File: src/sv/srv_pkg.sv
`default_nettype none
package srv_pkg;

	localparam logic [1:0] OP_WR_POS = 2'd0;
	localparam logic [1:0] OP_WR_NB  = 2'd1;
	localparam logic [1:0] OP_VEL    = 2'd2;
	localparam logic [1:0] OP_RSVD   = 2'd3;

	localparam logic [2:0] CFG_TARGET   = 3'd0;
	localparam logic [2:0] CFG_STIFF    = 3'd1;
	localparam logic [2:0] CFG_REPULSE  = 3'd2;
	localparam logic [2:0] CFG_CONTACT  = 3'd3;
	localparam logic [2:0] CFG_EPSILON  = 3'd4;
	localparam logic [2:0] CFG_ACTIVE   = 3'd5;

	localparam int SQRT_STEPS = 15;
	localparam int DIV_STEPS  = 29;

	typedef enum logic [3:0] {
		DP_NOP,
		DP_WR_POS,
		DP_WR_NB,
		DP_START,
		DP_LD_CTR,
		DP_RD_TAB,
		DP_RD_NB,
		DP_RD_SCAN,
		DP_DIFF,
		DP_SQX,
		DP_SQY,
		DP_SQRT_STEP,
		DP_MUL_TD,
		DP_DIV_STEP,
		DP_TERM,
		DP_MUL_ST
	} dp_op_t;

	typedef enum logic [1:0] {
		DPX_NONE,
		DPX_MUL_G,
		DPX_ROUND_G,
		DPX_ACC
	} dp_aux_t;

	typedef struct packed {
		dp_op_t  op;
		dp_aux_t aux;
		logic    axis;
		logic    use_dir;
	} srv_cmd_t;

	typedef struct packed {
		logic len_gt_eps;
		logic in_contact;
	} srv_stat_t;

	typedef enum logic [4:0] {
		S_IDLE,
		S_LDC,
		S_NCHK,
		S_NPOS,
		S_NDIFF,
		S_NSQX,
		S_NSQY,
		S_SQRT,
		S_TD,
		S_DIV,
		S_TERM,
		S_MST,
		S_NACC,
		S_RCHK,
		S_RDIFF,
		S_RSQX,
		S_RSQY,
		S_RCND,
		S_RMUL,
		S_RRND,
		S_RACC,
		S_DONE
	} srv_state_t;

endpackage
`default_nettype wire

File: src/sv/srv_ctrl.sv
`default_nettype none
module srv_ctrl import srv_pkg::*; #(
	parameter int MAX_KNOTS    = 64,
	parameter int NEIGHBOR_CAP = 4,
	localparam int SW = (NEIGHBOR_CAP > 1) ? $clog2(NEIGHBOR_CAP) : 1,
	localparam int CW = $clog2(NEIGHBOR_CAP + 1),
	localparam int AW = $clog2(MAX_KNOTS + 1)
) (
	input  wire logic          clk,
	input  wire logic          arst_n,
	input  wire logic          start,
	input  wire logic [1:0]    opcode,
	output logic               busy,
	output logic               result_valid,
	output srv_cmd_t           cmd,
	output logic [SW-1:0]      slot,
	output logic [AW-1:0]      scan,
	input  wire srv_stat_t     stat,
	input  wire logic [CW-1:0] n_cnt,
	input  wire logic [AW-1:0] act
);

	srv_state_t state_q, state_d;
	logic [CW-1:0] slot_q, slot_d;
	logic [AW-1:0] scan_q, scan_d;
	logic [4:0]    it_q, it_d;
	logic          axis_q, axis_d;

	always_ff @(posedge clk or negedge arst_n) begin
		if (!arst_n) begin
			state_q <= S_IDLE;
			slot_q  <= '0;
			scan_q  <= '0;
			it_q    <= '0;
			axis_q  <= 1'b0;
		end else begin
			state_q <= state_d;
			slot_q  <= slot_d;
			scan_q  <= scan_d;
			it_q    <= it_d;
			axis_q  <= axis_d;
		end
	end

	always_comb begin
		state_d = state_q;
		slot_d  = slot_q;
		scan_d  = scan_q;
		it_d    = it_q;
		axis_d  = axis_q;
		cmd.op      = DP_NOP;
		cmd.aux     = DPX_NONE;
		cmd.axis    = axis_q;
		cmd.use_dir = stat.len_gt_eps;
		result_valid = 1'b0;
		case (state_q)
			S_IDLE: begin
				if (start) begin
					case (opcode)
						OP_WR_POS: cmd.op = DP_WR_POS;
						OP_WR_NB:  cmd.op = DP_WR_NB;
						OP_VEL: begin
							cmd.op  = DP_START;
							state_d = S_LDC;
						end
						default: ;
					endcase
				end
			end
			S_LDC: begin
				cmd.op  = DP_LD_CTR;
				slot_d  = '0;
				state_d = S_NCHK;
			end
			S_NCHK: begin
				if (slot_q == n_cnt) begin
					scan_d  = '0;
					state_d = S_RCHK;
				end else begin
					cmd.op  = DP_RD_TAB;
					state_d = S_NPOS;
				end
			end
			S_NPOS: begin
				cmd.op  = DP_RD_NB;
				state_d = S_NDIFF;
			end
			S_NDIFF: begin
				cmd.op  = DP_DIFF;
				state_d = S_NSQX;
			end
			S_NSQX: begin
				cmd.op  = DP_SQX;
				state_d = S_NSQY;
			end
			S_NSQY: begin
				cmd.op  = DP_SQY;
				it_d    = '0;
				state_d = S_SQRT;
			end
			S_SQRT: begin
				cmd.op = DP_SQRT_STEP;
				it_d   = it_q + 5'd1;
				if (it_q == 5'(SQRT_STEPS - 1)) begin
					axis_d  = 1'b0;
					state_d = S_TD;
				end
			end
			S_TD: begin
				if (stat.len_gt_eps) begin
					cmd.op  = DP_MUL_TD;
					it_d    = '0;
					state_d = S_DIV;
				end else begin
					state_d = S_TERM;
				end
			end
			S_DIV: begin
				cmd.op = DP_DIV_STEP;
				it_d   = it_q + 5'd1;
				if (it_q == 5'(DIV_STEPS - 1)) state_d = S_TERM;
			end
			S_TERM: begin
				cmd.op  = DP_TERM;
				state_d = S_MST;
			end
			S_MST: begin
				cmd.op  = DP_MUL_ST;
				state_d = S_NACC;
			end
			S_NACC: begin
				cmd.aux = DPX_ACC;
				if (!axis_q) begin
					axis_d  = 1'b1;
					state_d = S_TD;
				end else begin
					slot_d  = slot_q + 1'b1;
					state_d = S_NCHK;
				end
			end
			S_RCHK: begin
				if (scan_q == act) begin
					state_d = S_DONE;
				end else begin
					cmd.op  = DP_RD_SCAN;
					state_d = S_RDIFF;
				end
			end
			S_RDIFF: begin
				cmd.op  = DP_DIFF;
				state_d = S_RSQX;
			end
			S_RSQX: begin
				cmd.op  = DP_SQX;
				state_d = S_RSQY;
			end
			S_RSQY: begin
				cmd.op  = DP_SQY;
				state_d = S_RCND;
			end
			S_RCND: begin
				if (stat.in_contact) begin
					axis_d  = 1'b0;
					state_d = S_RMUL;
				end else begin
					scan_d  = scan_q + 1'b1;
					state_d = S_RCHK;
				end
			end
			S_RMUL: begin
				cmd.aux = DPX_MUL_G;
				state_d = S_RRND;
			end
			S_RRND: begin
				cmd.aux = DPX_ROUND_G;
				state_d = S_RACC;
			end
			S_RACC: begin
				cmd.aux = DPX_ACC;
				if (!axis_q) begin
					axis_d  = 1'b1;
					state_d = S_RMUL;
				end else begin
					scan_d  = scan_q + 1'b1;
					state_d = S_RCHK;
				end
			end
			S_DONE: begin
				result_valid = 1'b1;
				state_d      = S_IDLE;
			end
			default: state_d = S_IDLE;
		endcase
	end

	assign busy = state_q != S_IDLE;
	assign slot = slot_q[SW-1:0];
	assign scan = scan_q;

endmodule
`default_nettype wire

File: config.mk
export PLATFORM = sky130hd
export DESIGN_NAME = srv_ctrl
export DESIGN_NICKNAME = d
export VERILOG_FILES = /design/src/sv/srv_pkg.sv /design/src/sv/srv_ctrl.sv
export SDC_FILE = /design/constraint.sdc
export NUM_CORES = 1
export LEC_CHECK = 0
export ABC_AREA = 1
export ABC_CLOCK_PERIOD_IN_PS = 1550
export BUFFER_PORTS_ARGS = -buffer_cell sky130_fd_sc_hd__buf_2
export CORE_MARGIN = 3
export CORE_UTILIZATION = 40
export CTS_BUF_LIST = sky130_fd_sc_hd__clkbuf_4 sky130_fd_sc_hd__clkbuf_8
export DETAILED_ROUTE_END_ITERATION = 12
export PLACE_DENSITY = 0.69
export RECOVER_POWER = 50
export SYNTH_ARGS = -nofsm -noshare
export SYNTH_HDL_FRONTEND = slang
export SYNTH_SLANG_ARGS = --single-unit
export TNS_END_PERCENT = 1
File: constraint.sdc
create_clock -name clk -period 1.55 [get_ports clk]
set_input_delay 0.0775 -clock clk [delete_from_list [all_inputs] [get_ports clk]]
set_output_delay 0.0775 -clock clk [all_outputs]
set_load 0.02 [all_outputs]
==> Word-level counts from Yosys, hierarchy flattened <==
Cells that the tools add are included.
{ "word_totals": {"ff_bits": 21, "input_bits": 17} }
{ "op_classes": {"n_mux": 30, "n_reduce_logical": 17, "eq_ne": 37, "n_addsub": 3} }
{ "ops": {"columns": ["cell", "count"], "rows": [
  ["$pmux W5 S21", 1],
  ["$pmux W4 S13", 1],
  ["$eq A5 B4 Y1 const B", 9],
  ["$mux W5", 8],
  ["$eq A5 B5 Y1 const B", 7],
  ["$mux W7", 3],
  ["$pmux W7 S3", 1],
  ["$eq A5 B3 Y1 const B", 4],
  ["$ne A2 B2 Y1 const B", 9],
  ["$pmux W5 S3", 1],
  ["$mux W4", 3],
  ["$pmux W2 S3", 2],
  ["$eq A5 B2 Y1 const B", 2],
  ["$reduce_or A2 Y1", 5],
  ["$mux W3", 3],
  ["$reduce_bool A3 Y1", 3],
  ["$reduce_and A4 Y1", 2],
  ["$add A7 B1 Y7 const B", 1],
  ["$eq A7 B7 Y1", 1],
  ["$pmux W3 S2", 1],
  ["$add A5 B1 Y5 const B", 1],
  ["$eq A5 B1 Y1 const B", 1],
  ["$logic_not A5 Y1", 1],
  ["$reduce_bool A5 Y1", 1],
  ["12 further kinds", 16]
]} }

==> Longest topological paths before layout <==
{ "depth": {"ltp_word": 4, "mapped_depth": 11, "depth_no_buf": 11} }

==> Worst setup path before layout <==
Ideal clock, no wire load.
{ "synth_timing": {"path_kind": "flip-flop to output port", "from": "register state_q[4]", "to": "output port cmd[5] in the netlist's numbering", "setup_slack_ps": -453, "path_buffers": 1, "arrival_ps": 1926, "path_stages_with_launch": 5, "path_cell_list": "dfrtp_1 > inv_1 > clkbuf_1 > nand3_1 > o311ai_0"} }
{ "synth_rtl": {"columns": ["element", "line", "source"], "rows": [
  ["start, declared", "srv_ctrl.sv:23", "srv_state_t state_q, state_d;"],
  ["start signal, assigned", "srv_ctrl.sv:37", "state_q <= state_d;"],
  ["end, declared", "srv_ctrl.sv:15", "output srv_cmd_t cmd,"]
]} }

==> impl_results.md <==
- HPWL after detailed placement: between 3000 and 4000 µm
- CTS Sinks: 21
- Setup Skew: 6.54 ps
- Die Wd: 73.1 µm
- Ant. Diodes: 0
- Min Hold Slack: 270 ps
- DRC Markers: 0
- Endpoints failing hold: 0
- Cell chain of the critical path: buf_6 > nand2_2 > nor2_4 > nand2_2 > o21bai_1 > buf_4 > o311ai_2 > buf_4
- FP Rows: 23
- Number of global-route vias before repair: 1,889
- Via/cell ratio: between 5 and 6
- GPL Wtd Cong: between 1 and 1.5
- Syn nets: roughly 300
- Max stage delay on crit path: 430 ps
- ANT nets after route: 0
- Initial antenna violation count: 0
- Wire per inst: approximately 13 µm
- CTS max path bufs: 2
- Yosys reg bits: 21
- WP data arrival: 1680 ps
- Buffers plus inverters on the worst setup path: 3
- Max Freq: approximately 570 MHz
- Commonest non-fill, non-tap cells in the layout: 80 x nand2_1, 33 x inv_1, 29 x buf_2, 29 x buf_4, 19 x nand3_1
- Pre-CTS setup slack: -78.1 ps
- Initial DRC Count: between 100 and 150
- Pwr dens: just under 2000 nW/µm²
- FILL cells: 400
- Failing checks: negative setup slack
- Final std cells w/o fill: 393
- Commonest non-fill, non-tap cell in the layout: nand2_1
- Register Area: about 530 µm²
- Leakage: roughly 1.3 nW
- Root buffer cell: clkbuf_8
- All-Layer GR Usage: about 20%
- Final WS setup: -203 ps
- Num CTS Buffers: 3
- Mean Syn Cell Area: around 6.4 µm²
- Mapped Area: 1800 µm²
- Routed WL: 4970 µm
- Initial DRT Pass Iterations: 4
- Slew Limit Fails: 0
- Total power: 4.70 mW
- Core footprint: about 4200 µm²
- Maxcap violations: 0
- GRT overflow: 0
- Worst hold path type: in2reg
- CTS tree: yes
- Layout net count: about 370
- Worst-margin pin slew: around 1200 ps
- Status: finished, violations left
- Final setup viols: 15
- IO buf count: 35
- Crit path time final: ~1800 ps
- Critical path data required time: between 1000 and 1500 ps
- Fin area: 2410 µm²
- Multi-input logic area: 1150 µm²
- Global-route wire length before repair: 8420 µm
- Critical setup path kind: reg2out
- Synthesized instance count: approximately 280
- Placed Area: between 2000 and 2500 µm²
- Clock transition at the registers of the reported paths: about 80 ps
- H-Tree Depth: 1
- Final period util: 113%
- Number of vias after detailed routing: between 2,000 and 2,500
- VDD IR max: 1120 µV
- Slowest stage cell, crit path: dfrtp_2
- Register area share after synthesis: approximately 29%
- Worst-Skew Late Latency: approximately 270 ps
- Die area: roughly 5300 µm²
- Largest net degree at the start of global routing: 22
- Area Overhead vs Synth: 33.7%
- Cell total after placement: 376
- CP top delay family: buffers and inverters
- Critical path fanouts, max: 5
- Fraction of layout cells with a size suffix above 1: between 30% and 40%
- CP Capture Type: output pin
- Final Core Density: 57.7%
- Starting Density: approximately 43%
- Unrepaired setup endpoints after global routing: yes
- Synth warnings: 0
- Final TNS setup: -1450 ps
- Die H: around 73 µm
- Worst Setup Start Kind: register
- Post-synth cell types: 31
- I/O Pins: 36
- Max_slew headroom: 19.1%
per-layer routing:
| layer | share of wire [%] | GRT usage (%) | vias up | routed length (µm) |
|---|---|---|---|---|
| li1 | - | - | 1012 | - |
| met1 | 44 | 26.4 | 932 | 2210 |
| met2 | 48 | 32.8 | 60 | 2370 |
| met3 | 5.9 | 3.86 | 12 | 293 |
| met4 | 1.9 | 6.56 | 0 | 95 |
| met5 | 0 | 0 | - | 0 |
worst reg2reg max path, stage by stage, from the launching register on:
cell	delay, ps
dfrtp_2	460
buf_4	160
nor2_1	210
nand3_1	180
nand3_2	140
nand3_4	120
inv_4	130
nand2_1	70
a21oi_2	100
cells by family (layout without fill, tap and decap cells):
family | after synthesis | in the layout | share of synthesized area, %
flip-flops | 21 | 21 | 29.2
AO/OA/AOI/OAI | 29 | 29 | 8.96
adder cells (fa/ha/maj) | 6 | 6 | 4.17
buffers and inverters | 55 | 117 | 12.5
AND/OR/NAND/NOR | 161 | 161 | 40.8
XOR/XNOR | 9 | 9 | 4.38
area by class of cell:
cell class,count,share of cell area (%)
multi-input cells,205,47.9
flip-flops and latches,21,22.1
repair buffers,64,17.6
inverters,49,7.74
well taps,50,2.60
clock buffers,4,2.03
power by group:
group	internal [mW]	switching, mW	leakage, nW	total (mW)
combinational	1.34	1.91	1.04	3.25
clock	0.201	0.183	0.0262	0.384
sequential	0.790	0.280	0.270	1.07
total	2.33	2.37	1.34	4.70
final timing paths:
path / to / slack, ps / start / cells after the start
min in group asynchronous: it_q[3] / 580 / arst_n / 2
worst max-delay path: cmd[5] / -200 / state_q[3] / 8
max in group asynchronous: scan[1] / 160 / arst_n / 2
worst min-delay path: state_q[4] / 270 / stat[0] / 5
worst max register to register: scan[2] / -80 / state_q[3] / 8
worst min register to register: it_q[0] / 550 / it_q[0] / 1
repair_timing:
action                                 in CTS  in global routing
pin swaps                                   7                  8
gates resized for setup                    20                 24
hold buffers                                1                  0
setup endpoints to repair                  12                 26
setup buffers                               6                  6
endpoints found under the hold margin      21                  0
cells in the mapped netlist:
library cell | n | share of area [%]
nand2_1 | 87 | 18
inv_1 | 40 | 8.3
nor2_1 | 22 | 4.6
dfrtp_1 | 21 | 29
nand3_1 | 21 | 5.8
nor3_1 | 9 | 2.5
nand4_1 | 8 | 2.8
o21ai_0 | 8 | 2.2
o21ai_1 | 8 | 2.2
a21oi_1 | 7 | 1.9
inv_2 | 7 | 1.5
xor2_1 | 7 | 3.4
ha_1 | 6 | 4.2
buf_4 | 4 | 1.7
nor2_2 | 3 | 1.0
nor2_4 | 3 | 1.9
a31oi_1 | 2 | 0.69
nand2_2 | 2 | 0.69
nand3_2 | 2 | 1.1
nor3b_1 | 2 | 0.83
xnor2_1 | 2 | 0.97
a21oi_2 | 1 | 0.49
buf_2 | 1 | 0.28
clkbuf_1 | 1 | 0.21
clkinv_1 | 1 | 0.21
inv_4 | 1 | 0.35
nand3_4 | 1 | 0.97
nand3b_1 | 1 | 0.42
o21ai_2 | 1 | 0.49
o21bai_1 | 1 | 0.42
o311ai_0 | 1 | 0.49
state kept, by name, indices dropped and copies added, names as in the netlist:
| register | cells |
|---|---|
| state_q | 5 |
| it_q | 5 |
| axis_q | 1 |
| slot_q | 3 |
| scan | 7 |
(Power assumes the default switching activity.)
